[src/sv/vole_pkg.sv]
// Package: shared types, opcodes and sizes for the vole machine core.
package vole_pkg;

    localparam int MEM_DEPTH_DEFAULT = 256;
    localparam int ADDR_SPAN         = 256;
    localparam int REG_COUNT         = 16;
    localparam int REG_AW            = 4;

    localparam logic KIND_WRITE = 1'b0;
    localparam logic KIND_STEP  = 1'b1;

    localparam logic [3:0] OP_NONE  = 4'h0;
    localparam logic [3:0] OP_LOAD  = 4'h1;
    localparam logic [3:0] OP_LOADI = 4'h2;
    localparam logic [3:0] OP_STORE = 4'h3;
    localparam logic [3:0] OP_MOVE  = 4'h4;
    localparam logic [3:0] OP_ADD   = 4'h5;
    localparam logic [3:0] OP_JUMP  = 4'hB;
    localparam logic [3:0] OP_HALT  = 4'hC;

    localparam logic [7:0] PRINT_ADDR = 8'h00;

    typedef struct packed {
        logic       kind;
        logic [7:0] address;
        logic [7:0] data;
    } cmd_word_t;

    typedef struct packed {
        logic [7:0] pc;
        logic       halted;
        logic [3:0] opcode;
        logic       printed_valid;
        logic [7:0] printed_value;
    } result_word_t;

endpackage

[src/sv/vole_machine_core.sv]
// Vole machine core: 8-bit machine with byte memory, register file and sequencer.
// A write word is accepted while busy is low and its result
// appears on result with done high in the next cycle. A step word runs through
// issue fetch, fetch second byte, decode and operand read, and execute;
// the single-port main memory supplies both instruction bytes and
// the load operand; a step while halted finishes like a write.
// Each result is shown for exactly one cycle and must be taken then.
// Memory and registers read as zero after reset without a clearing pass.
module vole_machine_core #(
    parameter int MEM_DEPTH = vole_pkg::MEM_DEPTH_DEFAULT
) (
    input  logic                    clk,
    input  logic                    rst_n,
    input  logic                    start,
    input  vole_pkg::cmd_word_t     cmd,
    output logic                    busy,
    output logic                    done,
    output vole_pkg::result_word_t  result
);

    localparam int MEM_AW = (MEM_DEPTH > 1) ? $clog2(MEM_DEPTH) : 1;

    localparam logic [1:0] ST_IDLE   = 2'd0;
    localparam logic [1:0] ST_FETCH1 = 2'd1;
    localparam logic [1:0] ST_DECODE = 2'd2;
    localparam logic [1:0] ST_EXEC   = 2'd3;

    // address reduction table, built at elaboration
    logic [MEM_AW-1:0] idx_tab [vole_pkg::ADDR_SPAN];

    for (genvar idx_gen = 0; idx_gen < vole_pkg::ADDR_SPAN; idx_gen++)
    begin : g_idx_tab
        assign idx_tab[idx_gen] = MEM_AW'(idx_gen % MEM_DEPTH);
    end

    logic [7:0]           mem [MEM_DEPTH];
    logic                 mem_valid_reg [MEM_DEPTH];
    logic [7:0]           mem_rd_reg;
    logic                 mem_rd_valid_reg;

    logic [7:0]           rf [vole_pkg::REG_COUNT];
    logic                 rf_valid_reg [vole_pkg::REG_COUNT];
    logic [7:0]           rf_a_reg;
    logic [7:0]           rf_b_reg;
    logic                 rf_a_valid_reg;
    logic                 rf_b_valid_reg;

    logic [1:0]           state_reg, state_next;
    logic [7:0]           pc_reg, pc_next;
    logic                 halt_reg, halt_next;
    logic [7:0]           b0_reg, b0_next;
    logic [7:0]           b1_reg, b1_next;
    logic                 done_reg, done_next;
    vole_pkg::result_word_t result_reg, result_next;

    logic [7:0]                 mem_addr;
    logic [MEM_AW-1:0]          mem_idx;
    logic                       mem_we;
    logic [7:0]                 mem_wdata;
    logic [7:0]                 mem_out;

    logic [vole_pkg::REG_AW-1:0] rf_ra;
    logic [vole_pkg::REG_AW-1:0] rf_rb;
    logic                        rf_we;
    logic [vole_pkg::REG_AW-1:0] rf_waddr;
    logic [7:0]                  rf_wdata;
    logic [7:0]                  a_val;
    logic [7:0]                  b_val;

    logic                 accept;

    assign accept  = start && (state_reg == ST_IDLE);
    assign busy    = (state_reg != ST_IDLE);
    assign done    = done_reg;
    assign result  = result_reg;
    assign mem_idx = idx_tab[mem_addr];
    assign mem_out = mem_rd_valid_reg ? mem_rd_reg : 8'h00;
    assign a_val   = rf_a_valid_reg ? rf_a_reg : 8'h00;
    assign b_val   = rf_b_valid_reg ? rf_b_reg : 8'h00;

    always_comb
    begin
        state_next  = state_reg;
        pc_next     = pc_reg;
        halt_next   = halt_reg;
        b0_next     = b0_reg;
        b1_next     = b1_reg;
        done_next   = 1'b0;
        result_next = result_reg;
        mem_addr    = pc_reg;
        mem_we      = 1'b0;
        mem_wdata   = cmd.data;
        rf_ra       = b0_reg[3:0];
        rf_rb       = '0;
        rf_we       = 1'b0;
        rf_waddr    = b0_reg[3:0];
        rf_wdata    = b1_reg;

        case (state_reg)
            ST_IDLE:
            begin
                if (accept)
                begin
                    if (cmd.kind == vole_pkg::KIND_WRITE || halt_reg)
                    begin
                        if (cmd.kind == vole_pkg::KIND_WRITE)
                        begin
                            mem_addr = cmd.address;
                            mem_we   = 1'b1;
                        end
                        done_next                 = 1'b1;
                        result_next.pc            = pc_reg;
                        result_next.halted        = halt_reg;
                        result_next.opcode        = vole_pkg::OP_NONE;
                        result_next.printed_valid = 1'b0;
                        result_next.printed_value = 8'h00;
                    end
                    else
                    begin
                        mem_addr   = pc_reg;
                        state_next = ST_FETCH1;
                    end
                end
            end
            ST_FETCH1:
            begin
                b0_next    = mem_out;
                mem_addr   = pc_reg + 8'd1;
                state_next = ST_DECODE;
            end
            ST_DECODE:
            begin
                b1_next  = mem_out;
                mem_addr = mem_out;
                if (b0_reg[7:4] inside {vole_pkg::OP_MOVE, vole_pkg::OP_ADD})
                    rf_ra = mem_out[7:4];
                else
                    rf_ra = b0_reg[3:0];
                if (b0_reg[7:4] == vole_pkg::OP_ADD)
                    rf_rb = mem_out[3:0];
                else
                    rf_rb = '0;
                state_next = ST_EXEC;
            end
            ST_EXEC:
            begin
                pc_next                   = pc_reg + 8'd2;
                result_next.opcode        = b0_reg[7:4];
                result_next.printed_valid = 1'b0;
                result_next.printed_value = 8'h00;
                mem_addr                  = b1_reg;
                mem_wdata                 = a_val;
                case (b0_reg[7:4])
                    vole_pkg::OP_LOAD:
                    begin
                        rf_we    = 1'b1;
                        rf_wdata = mem_out;
                    end
                    vole_pkg::OP_LOADI:
                    begin
                        rf_we    = 1'b1;
                        rf_wdata = b1_reg;
                    end
                    vole_pkg::OP_STORE:
                    begin
                        if (b1_reg == vole_pkg::PRINT_ADDR)
                        begin
                            result_next.printed_valid = 1'b1;
                            result_next.printed_value = a_val;
                        end
                        else
                            mem_we = 1'b1;
                    end
                    vole_pkg::OP_MOVE:
                    begin
                        rf_we    = 1'b1;
                        rf_waddr = b1_reg[3:0];
                        rf_wdata = a_val;
                    end
                    vole_pkg::OP_ADD:
                    begin
                        rf_we    = 1'b1;
                        rf_wdata = a_val + b_val;
                    end
                    vole_pkg::OP_JUMP:
                    begin
                        if (a_val == b_val)
                            pc_next = {b1_reg[7:1], 1'b0};
                    end
                    vole_pkg::OP_HALT:
                    begin
                        halt_next = 1'b1;
                    end
                    default:
                    begin
                    end
                endcase
                result_next.pc     = pc_next;
                result_next.halted = halt_next;
                done_next          = 1'b1;
                state_next         = ST_IDLE;
            end
            default:
            begin
                state_next = ST_IDLE;
            end
        endcase
    end

    // main memory array and registered read
    always_ff @(posedge clk)
    begin
        if (mem_we)
            mem[mem_idx] <= mem_wdata;
        mem_rd_reg <= mem[mem_idx];
    end

    // register file array and registered reads
    always_ff @(posedge clk)
    begin
        if (rf_we)
            rf[rf_waddr] <= rf_wdata;
        rf_a_reg <= rf[rf_ra];
        rf_b_reg <= rf[rf_rb];
    end

    always_ff @(posedge clk or negedge rst_n)
    begin
        if (!rst_n)
        begin
            for (int i = 0; i < MEM_DEPTH; i++)
                mem_valid_reg[i] <= 1'b0;
            for (int i = 0; i < vole_pkg::REG_COUNT; i++)
                rf_valid_reg[i] <= 1'b0;
            mem_rd_valid_reg <= 1'b0;
            rf_a_valid_reg   <= 1'b0;
            rf_b_valid_reg   <= 1'b0;
            state_reg        <= ST_IDLE;
            pc_reg           <= 8'h00;
            halt_reg         <= 1'b0;
            done_reg         <= 1'b0;
        end
        else
        begin
            if (mem_we)
                mem_valid_reg[mem_idx] <= 1'b1;
            if (rf_we)
                rf_valid_reg[rf_waddr] <= 1'b1;
            mem_rd_valid_reg <= mem_valid_reg[mem_idx];
            rf_a_valid_reg   <= rf_valid_reg[rf_ra];
            rf_b_valid_reg   <= rf_valid_reg[rf_rb];
            state_reg        <= state_next;
            pc_reg           <= pc_next;
            halt_reg         <= halt_next;
            done_reg         <= done_next;
        end
    end

    always_ff @(posedge clk)
    begin
        b0_reg     <= b0_next;
        b1_reg     <= b1_next;
        result_reg <= result_next;
    end

    // a result follows either an accepted word or the execute cycle
    a_done_source: assert property (@(posedge clk) disable iff (!rst_n)
        done |-> $past(accept || (state_reg == ST_EXEC)))
        else $error("result without a finishing word");

    // halt is sticky
    a_halt_sticky: assert property (@(posedge clk) disable iff (!rst_n)
        halt_reg |=> halt_reg)
        else $error("halt flag cleared");

    // fetch is entered only from idle
    a_fetch_entry: assert property (@(posedge clk) disable iff (!rst_n)
        (state_reg == ST_FETCH1) |-> ($past(state_reg) == ST_IDLE))
        else $error("fetch entered from busy state");

    // printed value is zero unless printing
    a_print_zero: assert property (@(posedge clk) disable iff (!rst_n)
        (done && !result.printed_valid) |-> (result.printed_value == 8'h00))
        else $error("printed value without print");

endmodule
[config.mk]
export PLATFORM = sky130hd
export DESIGN_NAME = vole_machine_core
export DESIGN_NICKNAME = d
export VERILOG_FILES = /design/src/sv/vole_pkg.sv /design/src/sv/vole_machine_core.sv
export SDC_FILE = /design/constraint.sdc
export NUM_CORES = 2
export LEC_CHECK = 0
export ABC_AREA = 1
export BUFFER_PORTS_ARGS = -buffer_cell sky130_fd_sc_hd__buf_4
export CORE_MARGIN = 3
export CORE_UTILIZATION = 35
export CTS_CLUSTER_DIAMETER = 200
export DETAILED_ROUTE_END_ITERATION = 8
export RECOVER_POWER = 100
export SETUP_SLACK_MARGIN = 0.15
export SYNTH_ARGS = -nofsm -noshare
export SYNTH_HDL_FRONTEND = slang
export SYNTH_SLANG_ARGS = --single-unit
[constraint.sdc]
create_clock -name clk -period 12.5 [get_ports clk]
set_input_delay 1.25 -clock clk [delete_from_list [all_inputs] [get_ports clk]]
set_output_delay 1.25 -clock clk [all_outputs]
set_load 0.02 [all_outputs]
Yosys cells after proc, flatten, opt, wreduce, memory -nomap -nowiden
Memory sizes are Yosys's and may differ from the RTL's. A register that Yosys moved wholly into a read port is not among the register bits.
Index checks and enable logic that the tools add are counted.
W data, S select, Z words.
- equal/unequal tests: 14
- magnitude comparators: 7
- multiplexer cells: 57
- add/sub/neg operators: 3
- reductions and logical operators: 12
- bitwise logic cells: 8
- operators by type and width (operator ; number):
    $or A256 B256 Y256 ; 1
    $mux W8 ; 12
    $mux W22 ; 2
    $pmux W22 S2 ; 1
    $pmux W8 S4 ; 1
    $mux W4 ; 6
    $pmux W8 S3 ; 1
    $mux W1 ; 22
    $ge A9 B9 Y1 const B ; 2
    $mux W9 ; 2
    $not A8 Y9 ; 2
    $or A16 B16 Y16 ; 1
    $ge A5 B5 Y1 const B ; 3
    $not A4 Y5 ; 3
    $lt A9 B1 Y1 const B ; 1
    $add A8 B1 Y8 const B ; 1
    $add A8 B2 Y8 const B ; 1
    $add A8 B8 Y8 ; 1
    $bmux W1 S4 ; 2
    $bmux W1 S8 ; 1
    $demux W1 S8 ; 1
    $eq A4 B2 Y1 const B ; 2
    $eq A4 B3 Y1 const B ; 2
    $eq A4 B4 Y1 const B ; 2
    other kinds (20) ; 28
- bits in writable memories: 2176
- bits of input ports: 20
- register bits after elaboration: 325
- memories: 3
- logic and storage cells: 390
- ROM bits: 2048
- memories (name ; depth ; bits a word ; rd ports ; clocked after memory_dff ; write ports ; line ; text):
    (no name shown) ; 256 ; 8 ; 1 ; 0 ; 0 ; vole_machine_core.sv:76 ; assign mem_idx = idx_tab[mem_addr];
    mem ; 256 ; 8 ; 1 ; 1 ; 1 ; vole_machine_core.sv:36 ; logic [7:0] mem [MEM_DEPTH];
    rf ; 16 ; 8 ; 2 ; 2 ; 1 ; vole_machine_core.sv:41 ; logic [7:0] rf [vole_pkg::REG_COUNT];

Depth between registers and ports, before layout
- word-level depth: 15
- mapped depth: 22
- depth with buffers taken out: 19

Worst setup path after synthesis
Ideal clock, no wire load.
- path kind: register to register
- start: register state_reg[0]
- end: memory mem[0][6] (data pin)
- arrival: 11.059 ns
- path slack: -0.746 ns
- setup time: 2.187 ns
- data required time: 10.313 ns
- stages on the path, launching flop included: 7
- cells stage by stage: dfrtp_1 > ha_1 > buf_2 > inv_1 > buf_2 > buf_1 > o21ai_0
- longest elaborated chain between the ends: 2
- ends and longest elaborated chain (what ; line ; text):
    start: declaration ; vole_machine_core.sv:48 ; logic [1:0] state_reg, state_next;
    start signal: assignment ; vole_machine_core.sv:252 ; state_reg <= state_next;
    $eq A2 B2 Y1 ; vole_machine_core.sv:99 ; case (state_reg)
    $mux W8 ; vole_machine_core.sv:99 ;
    net mem_wdata[6] ; vole_machine_core.sv:59 ; logic [7:0] mem_wdata;
    end: declaration ; vole_machine_core.sv:36 ;
The timed path passes the listed nets, and every way through them passes these cells.

Final worst setup path
- start: register state_reg[0]
- end: memory mem[153][4] (enable)
- longest elaborated chain between the ends: 8
- elaborated cells between the ends (all ways): 15
- ends and longest elaborated chain (what ; line ; text):
    $logic_not A2 Y1 ; vole_machine_core.sv:72, vole_machine_core.sv:99 ;
    $logic_and A1 B1 Y1 ; vole_machine_core.sv:72 ; assign accept = start && (state_reg == ST_IDLE);
    $mux W8 ; vole_machine_core.sv:102 ; if (accept)
    $pmux W8 S4 ; vole_machine_core.sv:99 ;
    $not A8 Y9 (not written as such) ; vole_machine_core.sv:76 ;
    $mem_v2 Z256 W8 ; n/a ;
    $mux W8 (not written as such) (2 in a row) ; vole_machine_core.sv:76 ;
Several ways; a longest one is shown, not always the timed one. The select of a mux whose other input is x is not followed.

==> flow_metrics.env <==
export IMPL_final_cells=15072
export IMPL_viasPerCell=5.02
export IMPL_num_io_pins=44
export IMPL_slew_headroom=-2.15
export IMPL_arrival_ns=9.85
export IMPL_cts_hold_buf=0
export IMPL_setup_viol=0
export IMPL_cap_violations=41
export IMPL_grt_use_total=0.195
export IMPL_cp_slowest_cell="clkbuf_1"
export IMPL_hold_class="register to register"
export IMPL_gp_congestion=0.839
export IMPL_powerDensity_nw_per_um2=269
export IMPL_vias=75690
export IMPL_syn_to_final_growth_pct=11.4
export IMPL_post_route_util=0.392
export IMPL_whs_ns=0.453
export IMPL_firstDrtPassIters=6
export IMPL_place_inst=14575
export IMPL_antenna_found_initial=17
export IMPL_synth_flop_cell="edfxtp_1"
export IMPL_clockBufferDepth=4
export IMPL_finalCritPeriodShare=0.746
export IMPL_ys_seq_area_frac=0.682
export IMPL_cp_end_kind="register"
export IMPL_seqCellArea_um2=74100
export IMPL_synth_edf_count=2214
export IMPL_syn_instance_count=10900
export IMPL_yosysWarnings=0
export IMPL_port_buffers=43
export IMPL_num_rows=204
export IMPL_violations="max-capacitance violations, max-slew violations"
export IMPL_clock_latency_ns=0.93
export IMPL_pre_cts_ws_ns=5.93
export IMPL_die_x_um=563
export IMPL_fp_dieArea_um2=317000
export IMPL_fin_crit_ns=9.33
export IMPL_power_mw=32.6
export IMPL_hold_violations=0
export IMPL_synth_cell_types=47
export IMPL_cts_num_sinks=2525
export IMPL_required_ns=13.02
export IMPL_setup_ws_ns=3.17
export IMPL_fin_skew_ns=0.0577
export IMPL_cts_clk_slew_worst_paths_ns=0.06
export IMPL_nNetsFinal=10775
export IMPL_largest_reg_flops=2048
export IMPL_start_kind="register"
export IMPL_async_flop_share=0.114
export IMPL_avgRoutedWirePerCell_um=20.9
export IMPL_post_cts_resized=0
export IMPL_h_tree_depth=5
export IMPL_reg2reg_depth=12
export IMPL_core_area_um2=309000
export IMPL_final_antenna_net_count=0
export IMPL_drive_above_1_share=0.0576
export IMPL_synth_area_um2=109000
export IMPL_status="complete, but fails checks"
export IMPL_nFillCells=29895
export IMPL_max_slew_worst_pin_slew_ns=4.72
export IMPL_path_cells="ha_1 -> clkbuf_1 -> inv_1 -> clkbuf_1 -> o21ai_0 -> nor2_1 -> nand2_1 -> a21oi_4 -> clkbuf_1 -> nand2_1 -> clkbuf_1 -> nor2_1"
export IMPL_peakVddDrop_uv=496
export IMPL_max_freq_ghz=0.107
export IMPL_multiInputGateArea_um2=31200
export IMPL_post_cts_buffers=0
export IMPL_path_common_cell="clkbuf_1"
export IMPL_crit_type="register to register"
export IMPL_rsz0062_at_grt="no"
export IMPL_cts_tree="built"
export IMPL_hold_depth=2
export IMPL_hpwl_um=176000
export IMPL_clockRootBuffer="clkbuf_16"
export IMPL_grt_pass1_wl_um=472000
export IMPL_overflow=0
export IMPL_drt_initial_drc_count=8018
export IMPL_drc=0
export IMPL_cp_slowest_stage_delay_ns=2.10
export IMPL_drv_slew=1934
export IMPL_die_h_um=563
export IMPL_first_global_vias=72279
export IMPL_syn_nets=10935
export IMPL_initial_core_util=0.352
export IMPL_totalWireLength_um=316000
export IMPL_syn_area_per_cell_um2=9.98
export IMPL_grt_max_degree=195
export IMPL_crit_path_max_fanout=40
export IMPL_ys_seq_elements=2525
export IMPL_p_leak_nw=50.2
export IMPL_cts_buffers=283
==> area by class of cell <==
class,count,area share
inverter,180,0.00568
sequential,2525,0.612
timing repair buffer,166,0.00957
clock inverter,94,0.00642
tap,4120,0.0425
antenna,5,0.000103
multi-input combinational,7584,0.258
clock buffer,398,0.0659
==> cell families (layout without fill, tap and decap cells) <==
group           count (synthesis)  after routing  synth area share
other cells                     0              5                 0
buf+inv                       791            838            0.0319
flops                        2525           2525             0.682
simple gates                 7023           7023             0.256
xor+xnor                        6              6          0.000483
mux                             2              2          0.000184
compound gates                538            538            0.0278
fa+ha+maj                      15             15           0.00173
==> worst max-delay path, delay by kind of cell (launching register included) <==
kind,cells,cell delay (ns)
compound gates,2,0.33
simple gates,4,2.89
flops,1,0.40
fa+ha+maj,1,0.26
buf+inv,5,5.01
==> placed cells by master (no fill, tap or decap), drive strengths merged, types with 9 or more instances in the layout <==
cell / instances
nand3: 600
o21ai: 367
inv: 174
nand2: 5721
nor3: 9
o211ai: 60
or2: 234
dfrtp: 287
a21oi: 66
nor2: 453
o221ai: 25
edfxtp: 2214
clkbuf: 465
buf: 99
bufinv: 13
clkinv: 85
dfxtp: 24
ha: 15
==> Yosys cell counts (3+ instances only) <==
master    number  area [um2]
xor2_1         5        43.8
o21ai_2        4        35.0
o21ai_0      212        1060
inv_2          6        22.5
buf_2        358        1790
a211oi_1       3        22.5
clkinv_1       5        18.8
dfxtp_1       24         480
nand2_2       16         100
o221ai_1      25         219
a221oi_1       3        26.3
buf_1         49         184
or2_2        106         663
a21oi_1       65         325
nor4_1         3        18.8
nand2_1     5705       21400
nand3_1      598        2990
ha_1          15         188
a41oi_1        3        26.3
inv_1        169         634
edfxtp_1    2214       66500
clkbuf_1     190         713
nor2_1       449        1690
buf_4         13        97.6
nor3_4         4        65.1
o21ai_1      151         756
nor2_2         4        25.0
o211ai_1      60         450
nor3_1         5        25.0
dfrtp_1      287        7180
or2_1        128         801
==> path summary, 6_finish.rpt <==
path / slack, ns / end / from
min in group asynchronous: 2.04 / mem_valid_reg[226] / rst_n
min reg2reg: 0.45 / mem_valid_reg[38] / mem_valid_reg[38]
max in group asynchronous: 4.45 / rf_valid_reg[13] / rst_n
min: 0.45 / mem_valid_reg[38] / mem_valid_reg[38]
max reg2reg: 3.17 / mem[153][4] / state_reg[0]
max: 3.17 / mem[153][4] / state_reg[0]
==> metrics by stage <==
stage          setup TNS, ns  instance area (um2)
2_1_floorplan       -1285.71               109000
3_3_place_gp               0               113000
3_5_place_dp               0               113000
4_1_cts                    0               122000
5_1_grt                    0               121000
6_report                   0               121000
==> power by group <==
group          internal [mW]  switching, mW
sequential              10.2          0.156
combinational           3.18           11.0
clock                   4.70           3.29
total                   18.1           14.5
==> metal layers <==
| metal | global-route usage | share of wire | vias to the layer above |
|---|---|---|---|
| li1 | - | - | 35522 |
| met1 | 0.275 | 0.43 | 36643 |
| met2 | 0.303 | 0.45 | 2932 |
| met3 | 0.0335 | 0.083 | 589 |
| met4 | 0.0663 | 0.034 | 4 |
| met5 | 0 | 0.000073 | - |
Note: power is estimated with default switching activity, not from simulation.
